$ cat src/hdl/bpem_pkg.sv
// Shared types and constants of the batch packet error monitor.
// Used by the controller, the datapath, the divider and the top level; depends on nothing.
`timescale 1ns / 1ps
`default_nettype none

package bpem_pkg;

   localparam int unsigned SEQ_WIDTH      = 32;
   localparam int unsigned RSSI_WIDTH     = 7;
   localparam int unsigned COUNT_WIDTH    = 16;
   localparam int unsigned TOTAL_WIDTH    = 24;
   localparam int unsigned RATE_WIDTH     = 17;
   localparam int unsigned AVG_WIDTH      = 15;
   localparam int unsigned PATTERN_WIDTH  = 12;
   localparam int unsigned PATTERN_COUNT  = 4096;
   localparam int unsigned CSR_INDEX_WIDTH = 1;
   localparam int unsigned CSR_DATA_WIDTH  = 16;
   localparam int unsigned QUO_WIDTH      = 16;
   localparam int unsigned DIV_STEPS      = QUO_WIDTH;
   localparam int unsigned DIV_CNT_WIDTH  = $clog2(DIV_STEPS + 1);

   localparam logic [PATTERN_WIDTH:0] PATTERN_LIMIT = (PATTERN_WIDTH + 1)'(PATTERN_COUNT);
   localparam logic [SEQ_WIDTH-1:0]   SEQ_ALL_ONES  = '1;
   localparam logic [RATE_WIDTH-1:0]  RATE_ONE      = RATE_WIDTH'(65536);
   localparam logic [RATE_WIDTH-1:0]  BEST_ERROR_RESET = '1;
   localparam logic [COUNT_WIDTH-1:0] COUNT_MAX     = '1;
   localparam logic [CSR_DATA_WIDTH-1:0] BATCH_SIZE_RESET = CSR_DATA_WIDTH'(100);

   localparam logic [CSR_INDEX_WIDTH-1:0] CSR_BATCH_SIZE   = 1'd0;
   localparam logic [CSR_INDEX_WIDTH-1:0] CSR_SWEEP_ENABLE = 1'd1;

   typedef enum logic {
      DIV_RATE,
      DIV_AVG
   } div_sel_type;

   typedef struct packed {
      logic                  mode;
      logic [SEQ_WIDTH-1:0]  sequence_number;
      logic [RSSI_WIDTH-1:0] rssi_magnitude;
   } req_type;

   typedef struct packed {
      logic [31:0]              batch_index;
      logic [COUNT_WIDTH-1:0]   batch_received;
      logic [SEQ_WIDTH-1:0]     batch_span;
      logic [RATE_WIDTH-1:0]    error_rate;
      logic [AVG_WIDTH-1:0]     rssi_average;
      logic [PATTERN_WIDTH-1:0] pattern_used;
      logic [PATTERN_WIDTH-1:0] best_pattern;
      logic [PATTERN_WIDTH-1:0] next_pattern;
   } rsp_type;

   typedef struct packed {
      logic        latch_req;
      logic        apply_packet;
      logic        check;
      logic        silent_close;
      logic        div_start;
      div_sel_type div_sel;
      logic        take_rate;
      logic        emit;
   } cmd_type;

   typedef struct packed {
      logic close_needed;
      logic counter_zero;
      logic div_busy;
      logic out_free;
   } status_type;

endpackage

`default_nettype wire

$ cat src/hdl/batch_packet_error_monitor_unit.sv
// Top level of the batch packet error monitor: joins the controller and the datapath.
// Depends on bpem_pkg, bpem_ctrl, bpem_dp and, through the datapath, bpem_div.
//
//   Channel   Direction  Ports                                    Payload
//   req       in         req_valid, req_stall, req_payload        bpem_pkg::req_type
//   rsp       out        rsp_valid, rsp_stall, rsp_payload        bpem_pkg::rsp_type
//   csr       in         csr_write_enable, csr_index, csr_write_data   16-bit write data
//
// A request that does not close a batch passes through the idle, update and check states before the next acceptance.
// A close that reports a summary runs the shared 16-step restoring divider
// once for the error rate and once for the RSSI average, then emits the summary.
// A silent close (the first one, or after the batch number wraps) returns to idle without a summary.
// Reset is synchronous; the summary register lets a new request in while a result waits,
// and a further summary waits only while the previous one is still stalled.
`timescale 1ns / 1ps
`default_nettype none

module batch_packet_error_monitor_unit (
   input  wire logic                                 clock,
   input  wire logic                                 reset,
   input  wire logic                                 req_valid,
   output logic                                      req_stall,
   input  wire bpem_pkg::req_type                    req_payload,
   output logic                                      rsp_valid,
   input  wire logic                                 rsp_stall,
   output bpem_pkg::rsp_type                         rsp_payload,
   input  wire logic                                 csr_write_enable,
   input  wire logic [bpem_pkg::CSR_INDEX_WIDTH-1:0] csr_index,
   input  wire logic [bpem_pkg::CSR_DATA_WIDTH-1:0]  csr_write_data
);
   import bpem_pkg::*;

   cmd_type    cmd;
   status_type status;

   bpem_ctrl u_ctrl (
      .clock     (clock),
      .reset     (reset),
      .req_valid (req_valid),
      .req_stall (req_stall),
      .status    (status),
      .cmd       (cmd)
   );

   bpem_dp u_dp (
      .clock            (clock),
      .reset            (reset),
      .req_payload      (req_payload),
      .csr_write_enable (csr_write_enable),
      .csr_index        (csr_index),
      .csr_write_data   (csr_write_data),
      .rsp_valid        (rsp_valid),
      .rsp_stall        (rsp_stall),
      .rsp_payload      (rsp_payload),
      .cmd              (cmd),
      .status           (status)
   );

endmodule

`default_nettype wire

$ cat src/hdl/bpem_div.sv
// Restoring divider that produces a 16-bit quotient, one bit per cycle.
// Depends on bpem_pkg; the caller guarantees that the initial remainder is below the divisor.
`timescale 1ns / 1ps
`default_nettype none

module bpem_div (
   input  wire logic                           clock,
   input  wire logic                           reset,
   input  wire logic                           start,
   input  wire logic [bpem_pkg::SEQ_WIDTH-1:0] rem_init,
   input  wire logic [bpem_pkg::SEQ_WIDTH-1:0] divisor,
   input  wire logic [bpem_pkg::QUO_WIDTH-1:0] feed_init,
   output logic                                busy,
   output logic [bpem_pkg::QUO_WIDTH-1:0]      quotient
);
   import bpem_pkg::*;

   logic [SEQ_WIDTH-1:0]     rem_ff, rem_in;
   logic [SEQ_WIDTH-1:0]     dvs_ff, dvs_in;
   logic [QUO_WIDTH-1:0]     feed_ff, feed_in;
   logic [QUO_WIDTH-1:0]     quo_ff, quo_in;
   logic [DIV_CNT_WIDTH-1:0] cnt_ff, cnt_in;
   logic [SEQ_WIDTH:0]       trial;
   logic                     fits;

   assign trial = {rem_ff, feed_ff[QUO_WIDTH-1]};
   assign fits  = trial >= {1'b0, dvs_ff};

   always_comb begin
      rem_in  = rem_ff;
      dvs_in  = dvs_ff;
      feed_in = feed_ff;
      quo_in  = quo_ff;
      cnt_in  = cnt_ff;
      if (start) begin
         rem_in  = rem_init;
         dvs_in  = divisor;
         feed_in = feed_init;
         quo_in  = '0;
         cnt_in  = DIV_CNT_WIDTH'(DIV_STEPS);
      end else if (cnt_ff != '0) begin
         rem_in  = fits ? SEQ_WIDTH'(trial - {1'b0, dvs_ff}) : trial[SEQ_WIDTH-1:0];
         feed_in = {feed_ff[QUO_WIDTH-2:0], 1'b0};
         quo_in  = {quo_ff[QUO_WIDTH-2:0], fits};
         cnt_in  = cnt_ff - 1'b1;
      end
   end

   always_ff @(posedge clock) begin
      if (reset) begin
         cnt_ff <= '0;
      end else begin
         cnt_ff <= cnt_in;
      end
      rem_ff  <= rem_in;
      dvs_ff  <= dvs_in;
      feed_ff <= feed_in;
      quo_ff  <= quo_in;
   end

   assign busy     = cnt_ff != '0;
   assign quotient = quo_ff;

endmodule

`default_nettype wire

$ cat src/hdl/bpem_ctrl.sv
// Controller state machine: sequences request intake, batch checks, divisions and summaries.
// Depends on bpem_pkg; drives the datapath through command and status structs.
`timescale 1ns / 1ps
`default_nettype none

module bpem_ctrl (
   input  wire logic                 clock,
   input  wire logic                 reset,
   input  wire logic                 req_valid,
   output logic                      req_stall,
   input  wire bpem_pkg::status_type status,
   output bpem_pkg::cmd_type         cmd
);
   import bpem_pkg::*;

   typedef enum logic [2:0] {
      ST_IDLE,
      ST_UPDATE,
      ST_CHECK,
      ST_START,
      ST_WAIT_RATE,
      ST_WAIT_AVG,
      ST_EMIT
   } state_type;

   state_type state_ff, state_in;

   always_comb begin
      state_in = state_ff;
      cmd      = '0;
      cmd.div_sel = DIV_RATE;
      case (state_ff)
         ST_IDLE: begin
            if (req_valid) begin
               cmd.latch_req = 1'b1;
               state_in      = ST_UPDATE;
            end
         end
         ST_UPDATE: begin
            cmd.apply_packet = 1'b1;
            state_in         = ST_CHECK;
         end
         ST_CHECK: begin
            cmd.check = 1'b1;
            if (!status.close_needed) begin
               state_in = ST_IDLE;
            end else if (status.counter_zero) begin
               cmd.silent_close = 1'b1;
               state_in         = ST_IDLE;
            end else begin
               state_in = ST_START;
            end
         end
         ST_START: begin
            cmd.div_start = 1'b1;
            cmd.div_sel   = DIV_RATE;
            state_in      = ST_WAIT_RATE;
         end
         ST_WAIT_RATE: begin
            if (!status.div_busy) begin
               cmd.take_rate = 1'b1;
               cmd.div_start = 1'b1;
               cmd.div_sel   = DIV_AVG;
               state_in      = ST_WAIT_AVG;
            end
         end
         ST_WAIT_AVG: begin
            if (!status.div_busy) begin
               state_in = ST_EMIT;
            end
         end
         ST_EMIT: begin
            if (status.out_free) begin
               cmd.emit = 1'b1;
               state_in = ST_IDLE;
            end
         end
         default: begin
            state_in = ST_IDLE;
         end
      endcase
   end

   always_ff @(posedge clock) begin
      if (reset) begin
         state_ff <= ST_IDLE;
      end else begin
         state_ff <= state_in;
      end
   end

   assign req_stall = state_ff != ST_IDLE;

endmodule

`default_nettype wire

$ cat src/hdl/bpem_dp.sv
// Datapath: batch counters, configuration registers, pattern sweep and the summary register.
// Depends on bpem_pkg and bpem_div; obeys commands from bpem_ctrl and reports status back.
`timescale 1ns / 1ps
`default_nettype none

module bpem_dp (
   input  wire logic                                clock,
   input  wire logic                                reset,
   input  wire bpem_pkg::req_type                   req_payload,
   input  wire logic                                csr_write_enable,
   input  wire logic [bpem_pkg::CSR_INDEX_WIDTH-1:0] csr_index,
   input  wire logic [bpem_pkg::CSR_DATA_WIDTH-1:0]  csr_write_data,
   output logic                                     rsp_valid,
   input  wire logic                                rsp_stall,
   output bpem_pkg::rsp_type                        rsp_payload,
   input  wire bpem_pkg::cmd_type                   cmd,
   output bpem_pkg::status_type                     status
);
   import bpem_pkg::*;

   req_type                  req_ff, req_in;
   logic [CSR_DATA_WIDTH-1:0] bs_ff, bs_in;
   logic                     sweep_en_ff, sweep_en_in;
   logic [SEQ_WIDTH-1:0]     last_ff, last_in;
   logic [SEQ_WIDTH-1:0]     first_ff, first_in;
   logic [COUNT_WIDTH-1:0]   cnt_ff, cnt_in;
   logic [TOTAL_WIDTH-1:0]   tot_ff, tot_in;
   logic [31:0]              batch_cnt_ff, batch_cnt_in;
   logic [PATTERN_WIDTH-1:0] cur_pat_ff, cur_pat_in;
   logic [PATTERN_WIDTH-1:0] sweep_idx_ff, sweep_idx_in;
   logic [PATTERN_WIDTH-1:0] best_pat_ff, best_pat_in;
   logic [RATE_WIDTH-1:0]    best_err_ff, best_err_in;
   logic [SEQ_WIDTH-1:0]     span_ff, span_in;
   logic [QUO_WIDTH-1:0]     rate_q_ff, rate_q_in;
   logic                     rsp_valid_ff, rsp_valid_in;
   rsp_type                  rsp_ff, rsp_in;

   logic                     pkt_valid;
   logic                     seq_lower;
   logic [COUNT_WIDTH-1:0]   cnt_base;
   logic [TOTAL_WIDTH-1:0]   tot_base;
   logic [SEQ_WIDTH-1:0]     first_base;
   logic [SEQ_WIDTH-1:0]     span_now;
   logic                     batch_empty;
   logic                     batch_overfull;
   logic [RATE_WIDTH-1:0]    rate_val;
   logic [AVG_WIDTH-1:0]     avg_val;
   logic                     better;
   logic [PATTERN_WIDTH-1:0] idx_now;
   logic [PATTERN_WIDTH:0]   idx_next;
   logic [SEQ_WIDTH-1:0]     div_rem;
   logic [SEQ_WIDTH-1:0]     div_dvs;
   logic [QUO_WIDTH-1:0]     div_feed;
   logic                     div_busy;
   logic [QUO_WIDTH-1:0]     div_quo;

   assign pkt_valid = !req_ff.mode && req_ff.sequence_number != '0
                      && req_ff.sequence_number != SEQ_ALL_ONES;
   assign seq_lower  = req_ff.sequence_number < last_ff;
   assign cnt_base   = seq_lower ? '0 : cnt_ff;
   assign tot_base   = seq_lower ? '0 : tot_ff;
   assign first_base = seq_lower ? '0 : first_ff;
   assign span_now   = last_ff - first_ff + SEQ_WIDTH'(1);

   assign batch_empty    = cnt_ff == '0 || span_ff == '0;
   assign batch_overfull = {(SEQ_WIDTH - COUNT_WIDTH)'(0), cnt_ff} > span_ff;
   assign rate_val = batch_empty ? RATE_ONE :
                     batch_overfull ? '0 : {1'b0, rate_q_ff};
   assign avg_val  = batch_empty ? '0 : div_quo[AVG_WIDTH-1:0];

   assign better   = rate_val < best_err_ff;
   assign idx_now  = ({1'b0, sweep_idx_ff} >= PATTERN_LIMIT) ? '0 : sweep_idx_ff;
   assign idx_next = {1'b0, idx_now} + (PATTERN_WIDTH + 1)'(1);

   always_comb begin
      if (cmd.div_sel == DIV_RATE) begin
         div_rem  = span_ff - {(SEQ_WIDTH - COUNT_WIDTH)'(0), cnt_ff};
         div_dvs  = span_ff;
         div_feed = '0;
      end else begin
         div_rem  = {(SEQ_WIDTH - (TOTAL_WIDTH - 8))'(0), tot_ff[TOTAL_WIDTH-1:8]};
         div_dvs  = {(SEQ_WIDTH - COUNT_WIDTH)'(0), cnt_ff};
         div_feed = {tot_ff[7:0], 8'd0};
      end
   end

   bpem_div u_div (
      .clock     (clock),
      .reset     (reset),
      .start     (cmd.div_start),
      .rem_init  (div_rem),
      .divisor   (div_dvs),
      .feed_init (div_feed),
      .busy      (div_busy),
      .quotient  (div_quo)
   );

   always_comb begin
      req_in       = req_ff;
      bs_in        = bs_ff;
      sweep_en_in  = sweep_en_ff;
      last_in      = last_ff;
      first_in     = first_ff;
      cnt_in       = cnt_ff;
      tot_in       = tot_ff;
      batch_cnt_in = batch_cnt_ff;
      cur_pat_in   = cur_pat_ff;
      sweep_idx_in = sweep_idx_ff;
      best_pat_in  = best_pat_ff;
      best_err_in  = best_err_ff;
      span_in      = span_ff;
      rate_q_in    = rate_q_ff;
      rsp_in       = rsp_ff;
      rsp_valid_in = rsp_valid_ff && rsp_stall;

      if (cmd.latch_req) begin
         req_in = req_payload;
      end

      if (csr_write_enable) begin
         case (csr_index)
            CSR_BATCH_SIZE:   bs_in       = csr_write_data;
            CSR_SWEEP_ENABLE: sweep_en_in = csr_write_data[0];
            default: ;
         endcase
      end

      if (cmd.apply_packet && pkt_valid) begin
         last_in  = req_ff.sequence_number;
         cnt_in   = cnt_base;
         tot_in   = tot_base;
         if (cnt_base != COUNT_MAX) begin
            cnt_in = cnt_base + COUNT_WIDTH'(1);
            tot_in = tot_base + {(TOTAL_WIDTH - RSSI_WIDTH)'(0), req_ff.rssi_magnitude};
         end
         first_in = (first_base == '0) ? req_ff.sequence_number : first_base;
      end

      if (cmd.check) begin
         span_in = span_now;
      end

      if (cmd.take_rate) begin
         rate_q_in = div_quo;
      end

      if (cmd.emit) begin
         if (sweep_en_ff) begin
            best_pat_in  = better ? cur_pat_ff : best_pat_ff;
            best_err_in  = (cur_pat_ff == best_pat_in) ? rate_val : best_err_ff;
            cur_pat_in   = idx_now;
            sweep_idx_in = (idx_next >= PATTERN_LIMIT) ? '0 : idx_next[PATTERN_WIDTH-1:0];
         end
         rsp_in.batch_index    = batch_cnt_ff;
         rsp_in.batch_received = cnt_ff;
         rsp_in.batch_span     = span_ff;
         rsp_in.error_rate     = rate_val;
         rsp_in.rssi_average   = avg_val;
         rsp_in.pattern_used   = cur_pat_ff;
         rsp_in.best_pattern   = best_pat_in;
         rsp_in.next_pattern   = cur_pat_in;
         rsp_valid_in          = 1'b1;
      end

      if (cmd.emit || cmd.silent_close) begin
         batch_cnt_in = batch_cnt_ff + 32'd1;
         cnt_in       = '0;
         tot_in       = '0;
         first_in     = '0;
         last_in      = '0;
      end
   end

   always_ff @(posedge clock) begin
      if (reset) begin
         bs_ff        <= BATCH_SIZE_RESET;
         sweep_en_ff  <= 1'b1;
         last_ff      <= '0;
         first_ff     <= '0;
         cnt_ff       <= '0;
         tot_ff       <= '0;
         batch_cnt_ff <= '0;
         cur_pat_ff   <= '0;
         sweep_idx_ff <= '0;
         best_pat_ff  <= '0;
         best_err_ff  <= BEST_ERROR_RESET;
         rsp_valid_ff <= 1'b0;
      end else begin
         bs_ff        <= bs_in;
         sweep_en_ff  <= sweep_en_in;
         last_ff      <= last_in;
         first_ff     <= first_in;
         cnt_ff       <= cnt_in;
         tot_ff       <= tot_in;
         batch_cnt_ff <= batch_cnt_in;
         cur_pat_ff   <= cur_pat_in;
         sweep_idx_ff <= sweep_idx_in;
         best_pat_ff  <= best_pat_in;
         best_err_ff  <= best_err_in;
         rsp_valid_ff <= rsp_valid_in;
      end
      req_ff    <= req_in;
      span_ff   <= span_in;
      rate_q_ff <= rate_q_in;
      rsp_ff    <= rsp_in;
   end

   assign status.close_needed = req_ff.mode
                                || (pkt_valid && span_now >= {16'd0, bs_ff});
   assign status.counter_zero = batch_cnt_ff == '0;
   assign status.div_busy     = div_busy;
   assign status.out_free     = !rsp_valid_ff || !rsp_stall;

   assign rsp_valid   = rsp_valid_ff;
   assign rsp_payload = rsp_ff;

endmodule

`default_nettype wire

$ cat config.mk
export PLATFORM = sky130hd
export DESIGN_NAME = batch_packet_error_monitor_unit
export DESIGN_NICKNAME = d
export VERILOG_FILES = /design/src/hdl/bpem_pkg.sv /design/src/hdl/batch_packet_error_monitor_unit.sv /design/src/hdl/bpem_div.sv /design/src/hdl/bpem_ctrl.sv /design/src/hdl/bpem_dp.sv
export SDC_FILE = /design/constraint.sdc
export NUM_CORES = 1
export LEC_CHECK = 0
export BUFFER_PORTS_ARGS = -buffer_cell sky130_fd_sc_hd__buf_2
export CAP_MARGIN = 20
export CORE_ASPECT_RATIO = 1.25
export CORE_MARGIN = 3
export CORE_UTILIZATION = 35
export DETAILED_ROUTE_END_ITERATION = 10
export PLACE_DENSITY = 0.57
export SKIP_LAST_GASP = 1
export SLEW_MARGIN = 40
export SYNTH_ARGS = -nofsm -noshare
export SYNTH_HDL_FRONTEND = slang
export SYNTH_HIERARCHICAL = 1
export SYNTH_SLANG_ARGS = --single-unit
$ cat constraint.sdc
create_clock -name clock -period 16.6 [get_ports clock]
set_input_delay 3.32 -clock clock [delete_from_list [all_inputs] [get_ports clock]]
set_output_delay 3.32 -clock clock [all_outputs]
set_load 0.02 [all_outputs]
### Yosys cells after proc, flatten, opt, wreduce, memory -nomap -nowiden

Cells that the tools add are included.

| operators by class | value |
|---|---|
| add/subtract/negate cells | 9 |
| magnitude comparators | 6 |
| equality and inequality tests | 13 |
| multiplexer cells | 41 |
| bitwise logic cells | 1 |
| reduce and logical (&&, ||, !) cells | 28 |

Operators with widths:

| operator | number |
|---|---|
| $mux 32 | 6 |
| $mux 16 | 7 |
| $logic_not 32->1 | 3 |
| $add 32x1->32 const B | 2 |
| $sub 32x32->32 | 2 |
| $mux 12 | 4 |
| $mux 24 | 2 |
| $ge 33x32->1 | 1 |
| $ge 32x16->1 | 1 |
| $gt 16x32->1 | 1 |
| $lt 32x32->1 | 1 |
| $ne 32x32->1 const B | 1 |
| $reduce_bool 32->1 | 1 |
| $sub 32x16->32 | 1 |
| $add 24x7->24 | 1 |
| $pmux 3 s7 | 1 |
| $lt 17x17->1 | 1 |
| $mux 17 | 1 |
| $add 16x1->16 const B | 1 |
| $logic_not 16->1 | 1 |
| $ne 16x16->1 const B | 1 |
| $mux 3 | 5 |
| $add 12x1->13 const B | 1 |
| $ge 13x13->1 const B | 1 |
| other kinds (22) | 51 |

| word-level totals | value |
|---|---|
| flip-flop bits (word level) | 547 |
| output and inout bits | 150 |

### Logic depth before layout (Yosys ltp)

Gate-level depths: netlist of the first run.

| logic depth | value |
|---|---|
| depth after elaboration | 9 |
| mapped depth | 30 |

### Modules after synthesis

The synthesis of the first run kept the hierarchy.

By module, submodules not included:

| module | instances | cells each | area each (um2) | seq. area each (um2) |
|---|---|---|---|---|
| bpem_dp | 1 | 2204 | 22168.8 | 11230.8 |
| bpem_div | 1 | 618 | 6057.1 | 2822.7 |
| bpem_ctrl | 1 | 33 | 259.0 | 60.1 |

### Worst setup path before layout of the first run

Ideal clock, no wire load.

| path | value |
|---|---|
| kind | input port to flip-flop |
| start point | input rsp_stall |
| end point | register u_dp.batch_cnt_ff[28] |
| arrival | 15938 ps |
| required time | 16530 ps |
| slack | 592 ps |
| cell stages on the path | 11 |
| path buffers | 1 |
| path through | nand2_1 -> nand2_1 -> nor3_1 -> clkbuf_1 -> o2111ai_1 -> or3b_2 -> or3_1 -> nor2_1 -> nand3_1 -> or3_1 -> a21oi_1 |

RTL lines:

| element | line | source |
|---|---|---|
| from (decl) | batch_packet_error_monitor_unit.sv:25 | `input wire logic rsp_stall,` |
| to (signal assigned) | bpem_dp.sv:195 | `batch_cnt_ff <= batch_cnt_in;` |
| to (decl) | bpem_dp.sv:28 | `logic [31:0] batch_cnt_ff, batch_cnt_in;` |

==> flow_metrics.env, run 1 <==
export IMPL_final_instance_count_excl_fill=4152
export IMPL_clkSlewWorstSetupHoldPaths_ns=0.06
export IMPL_fraction_of_layout_cells_with_a_size_suffix_above_1_pct=14.7
export IMPL_detailedRoute_firstIterationViolations=1403
export IMPL_critical_path_endpoint_type="flip-flop"
export IMPL_worst_path_stages=28
export IMPL_worstPathArrival_ns=7.60
export IMPL_critPathMaxFanout=8
export IMPL_hold_buffers=0
export IMPL_std_cell_core_area_um2=80400
export IMPL_power_per_cell_area_nw_per_um2=130
export IMPL_worst_skew_pair_late_latency_ns=0.65
export IMPL_mux_share_of_post_synthesis_cell_area_pct=3.66
export IMPL_finalHoldViolations=0
export IMPL_post_cts_buffers=0
export IMPL_worst_slew_pin_slew_ns=0.816
export IMPL_synth_distinct_cells=95
export IMPL_synth_compound_gate_area_share_pct=14.2
export IMPL_grt_overflow=0
export IMPL_postLayoutSetupSlackWorst_ns=9.56
export IMPL_placementRows=116
export IMPL_post_synthesis_share_of_cell_area_spent_on_and_or_nand_and_nor_gates_pct=15.7
export IMPL_static_leakage_nw=12.1
export IMPL_run_status="finished clean"
export IMPL_worst_r2r_cell_count=28
export IMPL_flow_area_growth_from_synthesis_pct=14.7
export IMPL_cp_start_kind="flip-flop"
export IMPL_grt_antenna_before_repair=7
export IMPL_die_x_um=261
export IMPL_floorplan_io_pins=212
export IMPL_synth_top_family_by_area="simple AND/OR/NAND/NOR gates"
export IMPL_num_vias=21500
export IMPL_last_weighted_congestion_value_of_the_routability_driven_placer=0.892
export IMPL_synth_yosys_seq_area_share_pct=49.5
export IMPL_grt_util_all_layers_pct=17.6
export IMPL_dpl_worst_slack_ns=9.54
export IMPL_slowest_cell_on_crit_path="or3b_2"
export IMPL_netlist_area_um2=28500
export IMPL_htreeDepth=2
export IMPL_share_of_the_synthesized_netlist_area_taken_by_xor_and_xnor_gates_pct=3.78
export IMPL_unrepaired_setup_endpoints_after_global_routing="no"
export IMPL_final_period_utilization_pct=42.4
export IMPL_die_area_um2=84900
export IMPL_number_of_global_route_vias_before_repair=20400
export IMPL_die_height_um=325
export IMPL_min_path_cells=0
export IMPL_timing_max_slew_rel_slack_pct=45.6
export IMPL_timing_final_max_slew_violations=0
export IMPL_antenna_violating_nets_post_route=0
export IMPL_cts_made_buffers=57
export IMPL_yosys_register_bits=547
export IMPL_setup_tns_final_ns=0
export IMPL_report_final_setup_viol=0
export IMPL_grt_first_pass_wirelength_mm=118
export IMPL_max_stage_delay_ns=0.57
export IMPL_number_of_remaining_drc_errors=0
export IMPL_synth_ff_type="edfxtp_1"
export IMPL_cts_path_max_buffers=3
export IMPL_cp_top_family="simple AND/OR/NAND/NOR gates"
export IMPL_synth_edff_count=316
export IMPL_initial_cell_density_of_the_core_pct=35.4
export IMPL_placed_cells=4038
export IMPL_io_buffers=211
export IMPL_detail_route_vias_per_cell=5.18
export IMPL_path_common_cell="ha_1"
export IMPL_path_class="reg2reg"
export IMPL_wirelength_mm=77.0
export IMPL_drt_pass1_iter_count=6
export IMPL_clockRootBuffer="clkbuf_16"
export IMPL_postCtsResizedCells=0
export IMPL_crit_required_ns=17.17
export IMPL_number_of_max_capacitance_violations_reported=0
export IMPL_critical_path_n_buffers_inverters=2
export IMPL_ir_drop_mv=0.0830
export IMPL_post_drt_wl_per_cell_um=18.5
export IMPL_yosys_area_share_adder_pct=8.41
export IMPL_tritoncts_clock_tree="built"
export IMPL_gate_count_after_technology_mapping=2855
export IMPL_cts_sink_count=547
export IMPL_pin_count_of_the_biggest_net_entering_global_routing=83
export IMPL_dp_final_hpwl_mm=56.4
export IMPL_timing_hold_worst_class="reg2reg"
export IMPL_syn_mean_instance_area_um2=9.98
export IMPL_fin_skew_ns=0.0481
export IMPL_synth_warnings=6
export IMPL_period_minus_slack_ns=7.04
export IMPL_final_layout_worst_hold_slack_ns=0.446
export IMPL_final_net_count=3287
export IMPL_fillerInstances=7951
export IMPL_ys_async_sr_fraction_pct=0
export IMPL_timing_fmax_mhz=142
[state kept, by name, indices dropped and copies added (netlist names), 17 cells and up]
register	count
u_dp/req_ff	40
u_dp/u_div/rem_ff	32
u_dp/best_err_ff	17
u_dp/last_ff	32
u_dp/u_div/dvs_ff	32
u_dp/first_ff	32
u_dp/tot_ff	24
u_dp/rsp_payload	148
u_dp/span_ff	32
u_dp/batch_cnt_ff	32
[layer usage]
layer | wire, um | GRT usage (%)
met5 | 0 | 0
met4 | 2620 | 6.49
met3 | 3430 | 2.30
met2 | 36800 | 29.4
met1 | 34200 | 23.3
[stage by stage]
stage	cell area [um^2]	util [%]	total power, W
2_1_floorplan	28500	-	0.00264
5_1_grt	32700	40.6	0.00450
3_3_place_gp	30600	38.1	0.00294
4_1_cts	32600	40.6	0.00429
6_report	32700	40.6	0.00425
3_5_place_dp	30700	38.1	0.00295
[power breakdown]
part | internal [W] | switching, W | total (W) | leakage, nW
Clock | 0.000761 | 0.000562 | 0.00132 | 0.962
Sequential | 0.00164 | 0.0000896 | 0.00173 | 4.72
Combinational | 0.000479 | 0.000726 | 0.00120 | 6.43
[final cells by class]
| cell class | count | area (um^2) | share of cell area [%] |
|---|---|---|---|
| clock buffers | 76 | 1600 | 4.88 |
| inverters | 202 | 758 | 2.32 |
| flip-flops and latches | 547 | 14100 | 43.2 |
| well taps | 1062 | 1330 | 4.07 |
| clock inverters | 32 | 362 | 1.11 |
| multi-input cells | 1982 | 13200 | 40.3 |
| repair buffers | 246 | 1350 | 4.12 |
| diodes | 5 | 12.5 | 0.0383 |
[kinds of logic after synthesis]
group,after synthesis
xor gates and xnor gates,123
adders and majority gates,189
AOI/OAI and AO/OA,647
and+or+nand+nor,920
DFF,547
buffers and inverters,333
muxes,95
other,1
[Yosys cell counts (all sizes together) (6+ instances only)]
library cell	n	area share, %
o31ai	15	0.41
or3	31	0.72
nor2b	33	0.72
ha	185	8.1
inv	202	2.7
mux2i	21	0.74
xor2	49	1.5
buf	34	0.71
clkbuf	97	1.3
nor4	48	1.1
a21o	50	1.3
nand3b	6	0.16
o21ai	166	2.9
and2	38	0.83
a21oi	226	4.0
o21a	17	0.48
edfxtp	316	33
a2111oi	7	0.30
and4	6	0.18
nor3	51	0.90
a31oi	11	0.24
nor2	167	2.2
a211oi	26	0.75
nand3	81	1.4
dfxtp	231	16
and3	29	0.65
o211ai	58	1.5
nand2b	19	0.42
a211o	13	0.40
mux2	74	2.9
a21boi	6	0.17
nor3b	7	0.20
o21bai	12	0.32
nand4	57	1.3
o2111ai	6	0.18
nand2	325	4.3
xnor2	74	2.3
[cell usage in the layout, fill, tap and decap left out, drive strengths merged, types with 33 or more instances in the layout]
cell and count:
nor2b 33, clkbuf 76, o211ai 58, xor2 49, xnor2 74, a21o 50, inv 205, nor4 48
nor3 51, nor2 167, dfxtp 231, buf 246, edfxtp 316, mux2 74, a21oi 226, nand3 81
ha 185, o21ai 166, nand2 325, nand4 57, and2 38
[worst paths after layout]
check / from / end / slack, ns
min reg2reg: u_dp/u_div/quotient[15] / u_dp/rate_q_ff[15] / 0.45
max: u_dp/last_ff[1] / u_dp/batch_cnt_ff[30] / 9.56
max reg2reg: u_dp/last_ff[1] / u_dp/batch_cnt_ff[30] / 9.56
min: u_dp/u_div/quotient[15] / u_dp/rate_q_ff[15] / 0.45
No activity file was read; power rests on OpenSTA's default activity.
==> run 2, diff against run 1 <==
ABC_AREA = 1   (was unset)
PLACE_DENSITY = 0.55   (was 0.57)
clock period = 6.9 ns   (was 16.6 ns; I/O delays follow)
==> run 2 against run 1 <==
  * Clock power is 130% higher
  * Combinational power grew to 7.0 times the previous value
  * Register-to-register slack lost 8.4 ns
  * Hold slack got worse by 0.014 ns
  * Count of clock-buffer cells in the layout shrank 8
==> flow_metrics.env, run 2 <==
export IMPL_number_of_max_capacitance_violations_reported=0
export IMPL_layout_commonest_cell="nand2_1"
export IMPL_dp_final_hpwl_mm=66.0
export IMPL_netlist_area_um2=30500
export IMPL_yosys_register_bits=547
export IMPL_pwr_share_comb_pct=50.6
export IMPL_cts_sink_count=547
export IMPL_std_cell_core_area_um2=86000
export IMPL_number_of_global_route_vias_before_repair=23800
export IMPL_crit_required_ns=7.47
export IMPL_post_synthesis_share_of_cell_area_spent_on_and_or_nand_and_nor_gates_pct=24.1
export IMPL_clockRootBuffer="clkbuf_16"
export IMPL_power_per_cell_area_nw_per_um2=476
export IMPL_dpl_worst_slack_ns=1.20
export IMPL_share_of_the_synthesized_netlist_area_taken_by_xor_and_xnor_gates_pct=1.55
export IMPL_tritoncts_clock_tree="built"
export IMPL_worstPathArrival_ns=6.29
export IMPL_placed_cells=5120
export IMPL_final_net_count=4271
export IMPL_yosys_area_share_adder_pct=7.86
export IMPL_placedInstanceArea_um2=32800
export IMPL_syn_mean_instance_area_um2=7.96
export IMPL_htreeDepth=2
export IMPL_fraction_of_layout_cells_with_a_size_suffix_above_1_pct=10.2
export IMPL_grt_antenna_before_repair=20
export IMPL_pin_count_of_the_biggest_net_entering_global_routing=77
export IMPL_synth_top_family_by_area="simple AND/OR/NAND/NOR gates"
export IMPL_die_height_um=336
export IMPL_total_switching_power_w=0.00757
export IMPL_grt_most_used_layer="met2"
export IMPL_critPathMaxFanout=7
export IMPL_mux_share_of_post_synthesis_cell_area_pct=0
export IMPL_cp_start_kind="flip-flop"
export IMPL_grt_overflow=0
export IMPL_synth_warnings=6
export IMPL_max_stage_delay_ns=0.40
export IMPL_floorplan_io_pins=212
export IMPL_gate_count_after_technology_mapping=3827
export IMPL_finalHoldViolations=0
export IMPL_use_met3_pct=1.96
export IMPL_initial_cell_density_of_the_core_pct=35.4
export IMPL_path_common_cell="nand2_1"
export IMPL_setup_tns_final_ns=0
export IMPL_synth_top_cells_by_count="nand2_1 (939), inv_1 (592), edfxtp_1 (316), nor2_1 (297), a21oi_1 (277)"
export IMPL_area_share_of_the_largest_cell_type_after_synthesis_pct=31.2
export IMPL_num_vias=25400
export IMPL_worst_skew_pair_late_latency_ns=0.67
export IMPL_synth_edff_count=316
export IMPL_synth_yosys_seq_area_share_pct=46.3
export IMPL_p_total_w=0.0165
export IMPL_run_status="finished clean"
export IMPL_slowest_cell_on_crit_path="fa_1"
export IMPL_path_class="reg2reg"
export IMPL_clkPwrFrac_pct=18.3
export IMPL_clkSlewWorstSetupHoldPaths_ns=0.06
export IMPL_worst_slew_pin_slew_ns=0.782
export IMPL_final_instance_count_excl_fill=5228
export IMPL_ir_drop_mv=0.253
export IMPL_detailedRoute_firstIterationViolations=1987
export IMPL_groute_layer_met1_usage_pct=25.4
export IMPL_unrepaired_setup_endpoints_after_global_routing="no"
export IMPL_ys_async_sr_fraction_pct=0
export IMPL_synth_compound_gate_area_share_pct=10.9
export IMPL_drt_pass1_iter_count=6
export IMPL_flow_area_growth_from_synthesis_pct=13.8
export IMPL_number_of_remaining_drc_errors=0
export IMPL_synthTopCellsByArea="edfxtp_1 (31%), dfxtp_1 (15%), nand2_1 (12%)"
export IMPL_period_minus_slack_ns=5.72
export IMPL_placementRows=120
export IMPL_timing_max_slew_rel_slack_pct=47.9
export IMPL_timing_hold_worst_class="reg2reg"
export IMPL_io_buffers=211
export IMPL_finalInstanceArea_um2=34600
export IMPL_yosysMostFrequentCell="nand2_1"
export IMPL_fillerInstances=8845
export IMPL_hold_buffers=0
export IMPL_antenna_violating_nets_post_route=0
export IMPL_post_drt_wl_per_cell_um=16.7
export IMPL_synth_top_area_cell="edfxtp_1"
export IMPL_synth_ff_type="edfxtp_1"
export IMPL_min_path_cells=0
export IMPL_report_final_setup_viol=0
export IMPL_cts_path_max_buffers=3
export IMPL_p_int_w=0.00892
export IMPL_static_leakage_nw=15.1
export IMPL_die_area_um2=90600
export IMPL_power_share_switching_pct=45.9
export IMPL_critical_path_endpoint_type="flip-flop"
export IMPL_postLayoutSetupSlackWorst_ns=1.18
export IMPL_detail_route_vias_per_cell=4.86
export IMPL_timing_fmax_mhz=175
export IMPL_die_x_um=270
export IMPL_fin_skew_ns=0.0573
export IMPL_wirelength_mm=87.1
export IMPL_timing_final_max_slew_violations=0
export IMPL_synth_distinct_cells=63
export IMPL_post_cts_buffers=0
export IMPL_mostFrequentLayoutCells="nand2_1 (934), inv_1 (591), edfxtp_1 (316), nor2_1 (292), a21oi_1 (277)"
export IMPL_grt_util_all_layers_pct=18.8
export IMPL_p_seq_share_pct=31.1
export IMPL_worst_r2r_cell_count=36
export IMPL_postCtsResizedCells=0
export IMPL_grt_first_pass_wirelength_mm=136
export IMPL_cts_made_buffers=56
export IMPL_final_period_utilization_pct=82.9
export IMPL_grt_util_met2_pct=31.7
export IMPL_largest_reg_flops=148
export IMPL_last_weighted_congestion_value_of_the_routability_driven_placer=0.933
[run 2: changes by cell type after synthesis, sizes merged, moves of 56 or more]
cell   before  now
a21oi     226  282
o21ai     166  242
nand2     325  954
nor2      167  309
mux2       74    0
nand3      81  235
inv       202  610
[run 2: per-layer routing]
| layer | vias to the layer above | wire [um] |
|---|---|---|
| li1 | 13000 | - |
| met1 | 11600 | 39000 |
| met2 | 687 | 41100 |
| met3 | 130 | 4460 |
| met4 | 0 | 2530 |
| met5 | - | 0 |
[run 2: layout make-up]
cell class / instances / area (um^2) / area share (%)
Antenna cell: 1 / 2.50 / 0.00722
Clock buffer: 68 / 1460 / 4.20
Multi-Input combinational cell: 2560 / 13700 / 39.4
Inverter: 617 / 2320 / 6.70
Tap cell: 1159 / 1450 / 4.19
Timing Repair Buffer: 238 / 1280 / 3.71
Sequential cell: 547 / 14100 / 40.7
Clock inverter: 38 / 364 / 1.05
[run 2: cell families (layout without fill, tap and decap cells)]
| family | count (synthesis) | after routing |
|---|---|---|
| other | 1 | 9 |
| buffers and inverters | 727 | 961 |
| and+or+nand+nor | 1696 | 1696 |
| adders and majority gates | 189 | 189 |
| DFF | 547 | 547 |
| xor gates and xnor gates | 54 | 54 |
| AOI/OAI and AO/OA | 613 | 613 |
[run 2: per-stage QoR]
stage | util (%) | hold WS [ns]
floorplan | - | 0.406
global placement | 38.1 | 0.416
finish | 40.3 | 0.432
detailed placement | 38.1 | 0.420
CTS | 40.2 | 0.435
global route | 40.3 | 0.438
[run 2: worst paths after layout]
path,from,endpoint,slack [ns]
setup / recovery,u_dp/last_ff[1],u_dp/batch_cnt_ff[26],1.18
setup reg to reg,u_dp/last_ff[1],u_dp/batch_cnt_ff[26],1.18
hold reg to reg,u_dp/u_div/quotient[15],u_dp/rate_q_ff[15],0.43
hold / removal,u_dp/u_div/quotient[15],u_dp/rate_q_ff[15],0.43
[run 2: power groups by stage]
stage,sequential (W),combinational [W],clock [W]
finish,0.00513,0.00835,0.00302
global route,0.00518,0.00959,0.00324
CTS,0.00511,0.00836,0.00312
detailed placement,0.00517,0.00832,0
global placement,0.00517,0.00828,0
floorplan,0.00490,0.00620,0
[run 2: worst max-delay path: cells and delay by family (launching register included)]
kind,cells,cell delay (ns)
AND/OR/NAND/NOR,23,3.15
adder cells (fa/ha/maj),4,1.19
AO/OA/AOI/OAI,3,0.54
flip-flops,1,0.31
buffers and inverters,5,0.25
XOR/XNOR,1,0.19
